File: config.mk
export PLATFORM = sky130hd
export DESIGN_NAME = erom_core_descriptor_scan_unit
export DESIGN_NICKNAME = d
export VERILOG_FILES = /design/src/hdl/ecds_pkg.sv /design/src/hdl/erom_core_descriptor_scan_unit.sv /design/src/hdl/ecds_step.sv
export SDC_FILE = /design/constraint.sdc
export NUM_CORES = 1
export LEC_CHECK = 0
export ABC_AREA = 1
export BUFFER_PORTS_ARGS = -buffer_cell sky130_fd_sc_hd__buf_4
export CAP_MARGIN = 20
export CELL_PAD_IN_SITES_DETAIL_PLACEMENT = 0
export CELL_PAD_IN_SITES_GLOBAL_PLACEMENT = 1
export CORE_MARGIN = 4
export CORE_UTILIZATION = 30
export CTS_BUF_LIST = sky130_fd_sc_hd__clkbuf_4
export DETAILED_ROUTE_END_ITERATION = 16
export GPL_TIMING_DRIVEN = 0
export PLACE_DENSITY_LB_ADDON = 0.12
export SLEW_MARGIN = 30
export SYNTH_ARGS = -nofsm -noshare
export SYNTH_HDL_FRONTEND = slang
export SYNTH_SLANG_ARGS = --single-unit
File: constraint.sdc
create_clock -name i_clk -period 7.8 [get_ports i_clk]
set_input_delay 1.56 -clock i_clk [delete_from_list [all_inputs] [get_ports i_clk]]
set_output_delay 1.56 -clock i_clk [all_outputs]
set_load 0.03 [all_outputs]
File: src/hdl/ecds_pkg.sv
// ----------------------------------------------------------------------------
// Descriptor scan package
// Types, codes and constants shared by the scan step logic and the top level
// ----------------------------------------------------------------------------
`timescale 1ns / 1ps

package ecds_pkg;

    // pass limit of the address walk and width of its counters
    localparam int SAFETY_LIMIT = 256;
    localparam int CNT_W        = $clog2(SAFETY_LIMIT + 1);

    localparam logic [31:0] WORD_STEP = 32'd4;

    // descriptor tags (low nibble)
    localparam logic [3:0] TAG_COMP  = 4'h1;
    localparam logic [3:0] TAG_MPORT = 4'h3;
    localparam logic [3:0] TAG_END   = 4'hf;
    // address descriptor, with or without the high-address flag in bit 3
    localparam logic [2:0] TAG_ADDR  = 3'd5;

    // address descriptor size code that carries a size word
    localparam logic [1:0] SZ_SIZE     = 2'd3;
    // address descriptor space types
    localparam logic [1:0] ST_SLAVE    = 2'd0;
    localparam logic [1:0] WRAP_SLAVE  = 2'd2;
    localparam logic [1:0] WRAP_MASTER = 2'd3;

    // configuration register indexes
    localparam logic CFG_TARGET = 1'b0;
    localparam logic CFG_BASE   = 1'b1;

    typedef enum logic [9:0] {
        PH_IDLE         = 10'b00_0000_0001,
        PH_FIND         = 10'b00_0000_0010,
        PH_COMP2        = 10'b00_0000_0100,
        PH_FIRST        = 10'b00_0000_1000,
        PH_SCAN         = 10'b00_0001_0000,
        PH_SKIP_HI      = 10'b00_0010_0000,
        PH_SKIP_HI_SIZE = 10'b00_0100_0000,
        PH_SIZE         = 10'b00_1000_0000,
        PH_SKIP_SIZE_HI = 10'b01_0000_0000,
        PH_DONE         = 10'b10_0000_0000
    } t_phase;

    typedef struct packed {
        t_phase             phase;
        logic [31:0]        read_addr;
        logic [11:0]        cur_part;
        logic [7:0]         cur_rev;
        logic [1:0]         wrap_kind;
        logic [19:0]        found_reg;
        logic [19:0]        found_wrap;
        logic [CNT_W-1:0]   inner;
        logic [CNT_W-1:0]   outer;
        logic               fin_skip;
    } t_scan_state;

    typedef struct packed {
        logic [31:0] next_read_addr;
        logic        scan_done;
        logic        core_found;
        logic [11:0] core_part;
        logic [7:0]  core_revision;
        logic [31:0] reg_base;
        logic [31:0] wrapper_base;
    } t_result;

    localparam t_scan_state STATE_RESET = '{
        phase:      PH_IDLE,
        read_addr:  32'd0,
        cur_part:   12'd0,
        cur_rev:    8'd0,
        wrap_kind:  2'd0,
        found_reg:  20'd0,
        found_wrap: 20'd0,
        inner:      '0,
        outer:      '0,
        fin_skip:   1'b0
    };

endpackage

File: src/hdl/erom_core_descriptor_scan_unit.sv
// ----------------------------------------------------------------------------
// Enumeration ROM descriptor scan unit
// Walks descriptor words after a start transaction, reports the next read
// address each step and the part, revision and window bases of the target
// ----------------------------------------------------------------------------
//
//  channel  | direction | handshake                   | payload
//  ---------+-----------+-----------------------------+--------------------------
//  input    | in        | i_in_valid / o_in_ready     | i_func, i_desc_word
//  result   | out       | o_out_valid / i_out_ready   | o_next_read_addr .. base
//  config   | in        | i_cfg_we                    | i_cfg_idx, i_cfg_data
//
//  one transaction per cycle while the result is not stalled: the step logic
//  sits between the scan state registers and the result register, and a word
//  handed back is rescanned in the same cycle
//  one result register; a new transaction is taken whenever it is empty or
//  being drained, so a stalled result only stops the input
//  synchronous active-low reset: scan idle, state and config registers zero, result empty
//
`timescale 1ns / 1ps

module erom_core_descriptor_scan_unit (
    input  logic        i_clk,
    input  logic        i_rst_n,
    input  logic        i_cfg_we,
    input  logic        i_cfg_idx,
    input  logic [31:0] i_cfg_data,
    input  logic        i_in_valid,
    output logic        o_in_ready,
    input  logic        i_func,
    input  logic [31:0] i_desc_word,
    output logic        o_out_valid,
    input  logic        i_out_ready,
    output logic [31:0] o_next_read_addr,
    output logic        o_scan_done,
    output logic        o_core_found,
    output logic [11:0] o_core_part,
    output logic [7:0]  o_core_revision,
    output logic [31:0] o_reg_base,
    output logic [31:0] o_wrapper_base
);
    import ecds_pkg::*;

    t_scan_state r_state;
    t_scan_state n_state;
    t_result     r_out;
    t_result     n_out;
    logic        r_out_valid;
    logic        n_out_valid;
    logic [11:0] r_target;
    logic [31:0] r_table_base;
    logic        accept;

    assign o_in_ready  = !r_out_valid || i_out_ready;
    assign accept      = i_in_valid && o_in_ready;
    assign n_out_valid = accept || (r_out_valid && !i_out_ready);

    ecds_step u_step (
        .i_state      (r_state),
        .i_func       (i_func),
        .i_word       (i_desc_word),
        .i_target     (r_target),
        .i_table_base (r_table_base),
        .o_state      (n_state),
        .o_result     (n_out)
    );

    always_ff @(posedge i_clk) begin
        if (!i_rst_n) begin
            r_state      <= STATE_RESET;
            r_out_valid  <= 1'b0;
            r_target     <= 12'd0;
            r_table_base <= 32'd0;
        end else begin
            if (i_cfg_we) begin
                unique case (i_cfg_idx)
                    CFG_TARGET: r_target     <= i_cfg_data[11:0];
                    CFG_BASE:   r_table_base <= i_cfg_data;
                endcase
            end
            if (accept) begin
                r_state <= n_state;
            end
            r_out_valid <= n_out_valid;
        end
    end

    // result payload, loaded on each accepted transaction
    always_ff @(posedge i_clk) begin
        if (accept) begin
            r_out <= n_out;
        end
    end

    assign o_out_valid      = r_out_valid;
    assign o_next_read_addr = r_out.next_read_addr;
    assign o_scan_done      = r_out.scan_done;
    assign o_core_found     = r_out.core_found;
    assign o_core_part      = r_out.core_part;
    assign o_core_revision  = r_out.core_revision;
    assign o_reg_base       = r_out.reg_base;
    assign o_wrapper_base   = r_out.wrapper_base;

endmodule

File: src/hdl/ecds_step.sv
// ----------------------------------------------------------------------------
// Descriptor scan step
// Next scan state and result for one transaction, including the rescan of a
// word handed back to the find phase or on to the address walk
// ----------------------------------------------------------------------------
`timescale 1ns / 1ps

module ecds_step (
    input  ecds_pkg::t_scan_state i_state,
    input  logic                  i_func,
    input  logic [31:0]           i_word,
    input  logic [11:0]           i_target,
    input  logic [31:0]           i_table_base,
    output ecds_pkg::t_scan_state o_state,
    output ecds_pkg::t_result     o_result
);
    import ecds_pkg::*;

    t_scan_state s;
    logic [3:0]  tag;
    logic [1:0]  sz;
    logic [1:0]  st;
    logic        done;
    logic        hit;
    logic        do_scan;
    logic        do_find;
    logic        end_pass;
    logic        end_walk;
    logic        rescan;
    logic        fin;
    logic        take;

    assign tag = i_word[3:0];
    assign sz  = i_word[5:4];
    assign st  = i_word[7:6];

    always_comb begin
        s        = i_state;
        done     = 1'b0;
        hit      = 1'b0;
        do_scan  = 1'b0;
        do_find  = 1'b0;
        end_pass = 1'b0;
        end_walk = 1'b0;
        rescan   = 1'b0;
        fin      = 1'b0;
        take     = 1'b0;

        if (i_func) begin
            s           = STATE_RESET;
            s.phase     = PH_FIND;
            s.read_addr = i_table_base;
        end else begin
            unique case (i_state.phase)
                PH_FIND: begin
                    do_find = 1'b1;
                end
                PH_COMP2: begin
                    s.read_addr = s.read_addr + WORD_STEP;
                    s.cur_rev   = i_word[31:24];
                    // no master and no slave wrappers: skip the component
                    if (i_word[18:14] == 5'd0 && i_word[23:19] == 5'd0) begin
                        s.phase = PH_FIND;
                    end else begin
                        s.found_reg  = 20'd0;
                        s.found_wrap = 20'd0;
                        s.phase      = PH_FIRST;
                    end
                end
                PH_FIRST: begin
                    s.inner    = '0;
                    s.outer    = '0;
                    s.fin_skip = 1'b0;
                    if (tag == TAG_MPORT) begin
                        s.read_addr = s.read_addr + WORD_STEP;
                        s.wrap_kind = WRAP_MASTER;
                        s.phase     = PH_SCAN;
                    end else if (tag[2:0] == TAG_ADDR) begin
                        // same word goes straight into the address walk
                        s.wrap_kind = WRAP_SLAVE;
                        do_scan     = 1'b1;
                    end else begin
                        end_walk = 1'b1;
                        rescan   = 1'b1;
                    end
                end
                PH_SCAN: begin
                    do_scan = 1'b1;
                end
                PH_SKIP_HI: begin
                    s.read_addr = s.read_addr + WORD_STEP;
                    if (s.fin_skip) begin
                        end_walk = 1'b1;
                    end else begin
                        end_pass = 1'b1;
                    end
                end
                PH_SKIP_HI_SIZE: begin
                    s.read_addr = s.read_addr + WORD_STEP;
                    s.phase     = PH_SIZE;
                end
                PH_SIZE: begin
                    s.read_addr = s.read_addr + WORD_STEP;
                    if (i_word[3]) begin
                        s.phase = PH_SKIP_SIZE_HI;
                    end else begin
                        end_pass = 1'b1;
                    end
                end
                PH_SKIP_SIZE_HI: begin
                    s.read_addr = s.read_addr + WORD_STEP;
                    end_pass    = 1'b1;
                end
                default: begin
                    // idle or done: word ignored
                end
            endcase

            if (do_scan) begin
                if (tag == TAG_END || tag == TAG_COMP) begin
                    end_walk = 1'b1;
                    rescan   = 1'b1;
                end else begin
                    s.read_addr = s.read_addr + WORD_STEP;
                    if (tag[2:0] == TAG_ADDR) begin
                        take = 1'b1;
                    end else begin
                        s.inner = s.inner + CNT_W'(1);
                        // pass limit: the word counts as an address entry
                        take    = (s.inner >= CNT_W'(SAFETY_LIMIT));
                    end
                end
            end

            if (take) begin
                if (!sz[1]) begin
                    if (s.found_reg == 20'd0 && st == ST_SLAVE) begin
                        s.found_reg = i_word[31:12];
                    end
                    if (s.found_wrap == 20'd0 && st == s.wrap_kind) begin
                        s.found_wrap = i_word[31:12];
                    end
                    fin = (s.found_reg != 20'd0) && (s.found_wrap != 20'd0);
                end
                if (i_word[3]) begin
                    s.fin_skip = fin;
                    s.phase    = (sz == SZ_SIZE) ? PH_SKIP_HI_SIZE : PH_SKIP_HI;
                end else if (fin) begin
                    end_walk = 1'b1;
                end else if (sz == SZ_SIZE) begin
                    s.phase = PH_SIZE;
                end else begin
                    end_pass = 1'b1;
                end
            end

            if (end_pass) begin
                s.outer = s.outer + CNT_W'(1);
                s.inner = '0;
                if (s.outer >= CNT_W'(SAFETY_LIMIT)) begin
                    end_walk = 1'b1;
                end else begin
                    s.phase = PH_SCAN;
                end
            end

            if (end_walk) begin
                if (s.cur_part == i_target) begin
                    s.phase = PH_DONE;
                    done    = 1'b1;
                    hit     = 1'b1;
                end else begin
                    s.phase = PH_FIND;
                    do_find = rescan;
                end
            end

            if (do_find) begin
                s.read_addr = s.read_addr + WORD_STEP;
                if (i_word[0]) begin
                    if (tag == TAG_END) begin
                        s.phase = PH_DONE;
                        done    = 1'b1;
                    end else if (tag == TAG_COMP) begin
                        s.cur_part = i_word[19:8];
                        s.phase    = PH_COMP2;
                    end
                end
            end
        end

        o_state                 = s;
        o_result.next_read_addr = s.read_addr;
        o_result.scan_done      = done;
        o_result.core_found     = hit;
        o_result.core_part      = hit ? s.cur_part : 12'd0;
        o_result.core_revision  = hit ? s.cur_rev : 8'd0;
        o_result.reg_base       = hit ? {s.found_reg, 12'd0} : 32'd0;
        o_result.wrapper_base   = hit ? {s.found_wrap, 12'd0} : 32'd0;
    end

endmodule

==> results.yml <==
yosys:
  synth_edf_count: 94
  synth_ff_type: "dfxtp_1"
  synth_cells: 2443
  synthArstFlopShare_pct: 0
  yosysSeqAreaShare_pct: 38.03
  syn_area_per_cell_um2: 6.658
  yosys_warnings: 0
  ys_ff_latch: 262
  syn-cell-area_um2: 16260
  synth.distinct_cells: 48
grt:
  overflow: 0
  antenna_found_initial: 2
  first_global_vias: 17260
  grtUsageTotal_pct: 23.36
  grt_max_degree: 45
  grt_pass1_wl_mm: 103.0
routing:
  final_antenna_net_count: 0
  drt_iter0_markers: 1149
  vias_per_cell: 4.950
  vias: 17240
  routed_wl_mm: 68.53
  drcViolationCount: 0
  firstDrtPassIters: 6
  wire_per_inst_um: 19.68
outcome:
  status: "completed"
final_layout:
  drive_gt1_share_pct: 14.86
  final_cells: 3483
  layout.nets: 2793
  fin_util_pct: 36.51
  seq_area_um2: 6186
  nFillCells: 5944
  synthToLayoutAreaGrowth_pct: 20.55
  multiInputGateArea_um2: 8602
critical_path:
  crit_top_cell: "nand2_1"
  reg2regPathDepth: 23
  cp.buffers_inverters: 3
  critPathLaunchType: "input port"
  cpPeakStageDelay_ns: 0.61
  crit_path_top_delay_cell: "nor3_1"
  crit_chain: "buf_4 -> nor3_1 -> nand3_1 -> nand3_1 -> nand2_1 -> nand3_1 -> nor2_1 -> nand2_1 -> inv_1 -> nand2_1 -> nand2_1 -> nor2_1 -> nand2_1 -> nor2_1 -> nand3_1 -> nand3_2 -> nor2_1 -> nor2_2 -> nand2_4 -> nand2_1 -> clkbuf_1 -> nor2_1"
  worstPathRequired_ns: 8.31
  crit_path_max_fanout: 10
  crit_family: "simple AND/OR/NAND/NOR gates"
  worstSetupPathType: "in2reg"
  end_kind: "flop"
  path_depth: 22
  crit_arrival_ns: 5.89
cts:
  ctsResizeCount: 0
  cts_max_path_buffers: 3
  insertion_delay_ns: 0.84
  clock-sinks: 262
  path_clk_slew_ns: 0.06
  root_buffer: "clkbuf_4"
  cts_hold_buf: 0
  cts_buffers: 81
  cts_max_level: 3
  cts_setup_buffers: 0
  cts_tree: "yes"
sta:
  max_freq_ghz: 0.1857
  period_share_pct: 69.05
  tns_ns: 0
  period_minus_slack_ns: 5.386
  worst_pin_slew_ns: 0.8868
  slew_viol_final: 0
  hold_viol_final: 0
  finalSetupViolCount: 0
  relSlewSlack_pct: 40.88
  grt_setup_unrepaired: "no"
  finClkSkew_ns: 0.06194
die:
  die_w_um: 240.8
  start_util_pct: 30.28
  std_cell_rows: 85
  ioPinCount: 191
  die_h_um: 240.8
  dieArea_um2: 58000
  core_region_area_um2: 53710
hold_path:
  hold_depth: 2
  worst_hold_path_type: "reg2reg"
placement:
  place.gp.congestion: 0.9194
  place_hpwl_mm: 53.41
  port_buffers: 166
  numPlacedInstances: 3330
flow_run:
  max-cap-violations: 0
pwr:
  peakVddDrop_mv: 0.1034
  p_leak_nw: 8.588
  power_mw: 3.619
  power.density_nw_per_um2: 184.6
==> worst min-delay path: cells and delay by family (launching register included) <==
| family | cells | cell delay, ns |
|---|---|---|
| flip-flops | 1 | 0.29 |
| buffers and inverters | 1 | 0.06 |
| AO/OA/AOI/OAI | 1 | 0.06 |
==> synthesized netlist by cell type (9+ instances only) <==
cell / instances / area share, %
nand2_1: 678 / 16
nor2_1: 330 / 7.6
inv_1: 222 / 5.1
o21ai_0: 193 / 5.9
a21oi_1: 177 / 5.4
dfxtp_1: 168 / 21
nand3_1: 166 / 5.1
edfxtp_1: 94 / 17
clkbuf_1: 73 / 1.7
nand4_1: 48 / 1.8
xor2_1: 38 / 2.0
buf_4: 32 / 1.5
nor3_1: 27 / 0.83
o211ai_1: 23 / 1.1
nor2_2: 17 / 0.65
nand2_2: 14 / 0.54
inv_2: 12 / 0.28
xnor2_1: 10 / 0.54
buf_2: 9 / 0.28
mux2i_1: 9 / 0.55
==> final timing paths <==
check / start / to / slack (ns)
worst max register to register: r_state[122]$_SDFFE_PN0P_ / o_wrapper_base[13]$_SDFFCE_PN0P_ / 2.78
worst min-delay path: r_state[82]$_SDFFE_PN0P_ / r_state[82]$_SDFFE_PN0P_ / 0.45
worst max-delay path: i_desc_word[3] / o_wrapper_base[13]$_SDFFCE_PN0P_ / 2.41
worst min register to register: r_state[82]$_SDFFE_PN0P_ / r_state[82]$_SDFFE_PN0P_ / 0.45
==> registers in the layout, summed over array words and instances, names as in the netlist <==
signal            cells
r_table_base         32
o_core_revision       8
r_target             12
o_out_valid           1
o_core_found          1
o_next_read_addr     32
o_core_part          12
o_wrapper_base       20
o_scan_done           1
o_reg_base           20
r_state             123
==> report_power, final <==
part | internal [mW] | total (mW) | switching (mW)
Clock | 0.752 | 1.46 | 0.704
Combinational | 0.187 | 0.612 | 0.425
Sequential | 1.50 | 1.55 | 0.0553
==> cell type report <==
cell class	count	share of cell area, %
antenna	1	0.01276
buffer	127	3.427
clock buffer	113	4.327
clock inverter	39	1.244
inverter	237	4.563
multi-input combinational	1840	43.87
sequential	262	31.55
tap	696	4.442
timing repair buffer	168	6.560
==> logic make-up after synthesis <==
| group | Yosys count | share of synthesized area (%) |
|---|---|---|
| simple gates | 1316 | 34.32 |
| compound gates | 437 | 14.39 |
| buf+inv | 364 | 9.608 |
| flops | 262 | 38.03 |
| xor+xnor | 49 | 2.685 |
| mux | 9 | 0.5539 |
| fa+ha+maj | 5 | 0.3846 |
| other cells | 1 | 0.02306 |
==> layout by cell type, fill, tap and decap left out, drive strengths merged, types with 39 or more instances in the layout <==
cell	netlist	final
nand3	171	171
dfxtp	168	168
clkbuf	73	186
o21ai	200	200
nor2	353	353
inv	235	237
xor2	39	39
nand2	695	695
a21oi	177	177
edfxtp	94	94
buf	54	222
nand4	48	48
==> per-layer routing <==
| layer | track usage [%] | up-vias | routed length (µm) |
|---|---|---|---|
| li1 | - | 8601 | - |
| met1 | 28.56 | 8068 | 29330 |
| met2 | 41.92 | 442 | 34330 |
| met3 | 3.211 | 127 | 2593 |
| met4 | 8.729 | 2 | 2263 |
| met5 | 0 | - | 13 |
==> metrics by stage <==
stage          setup WS [ns]  area [µm²]  hold slack [ns]
5_1_grt                2.175       19610           0.4727
3_3_place_gp         0.08030       18470           0.4405
2_1_floorplan          2.241       16350           0.4244
4_1_cts                2.537       19600           0.4532
6_report               2.414       19610           0.4548
3_5_place_dp           1.665       18510           0.4452
No activity file was read; power rests on OpenSTA's default activity.
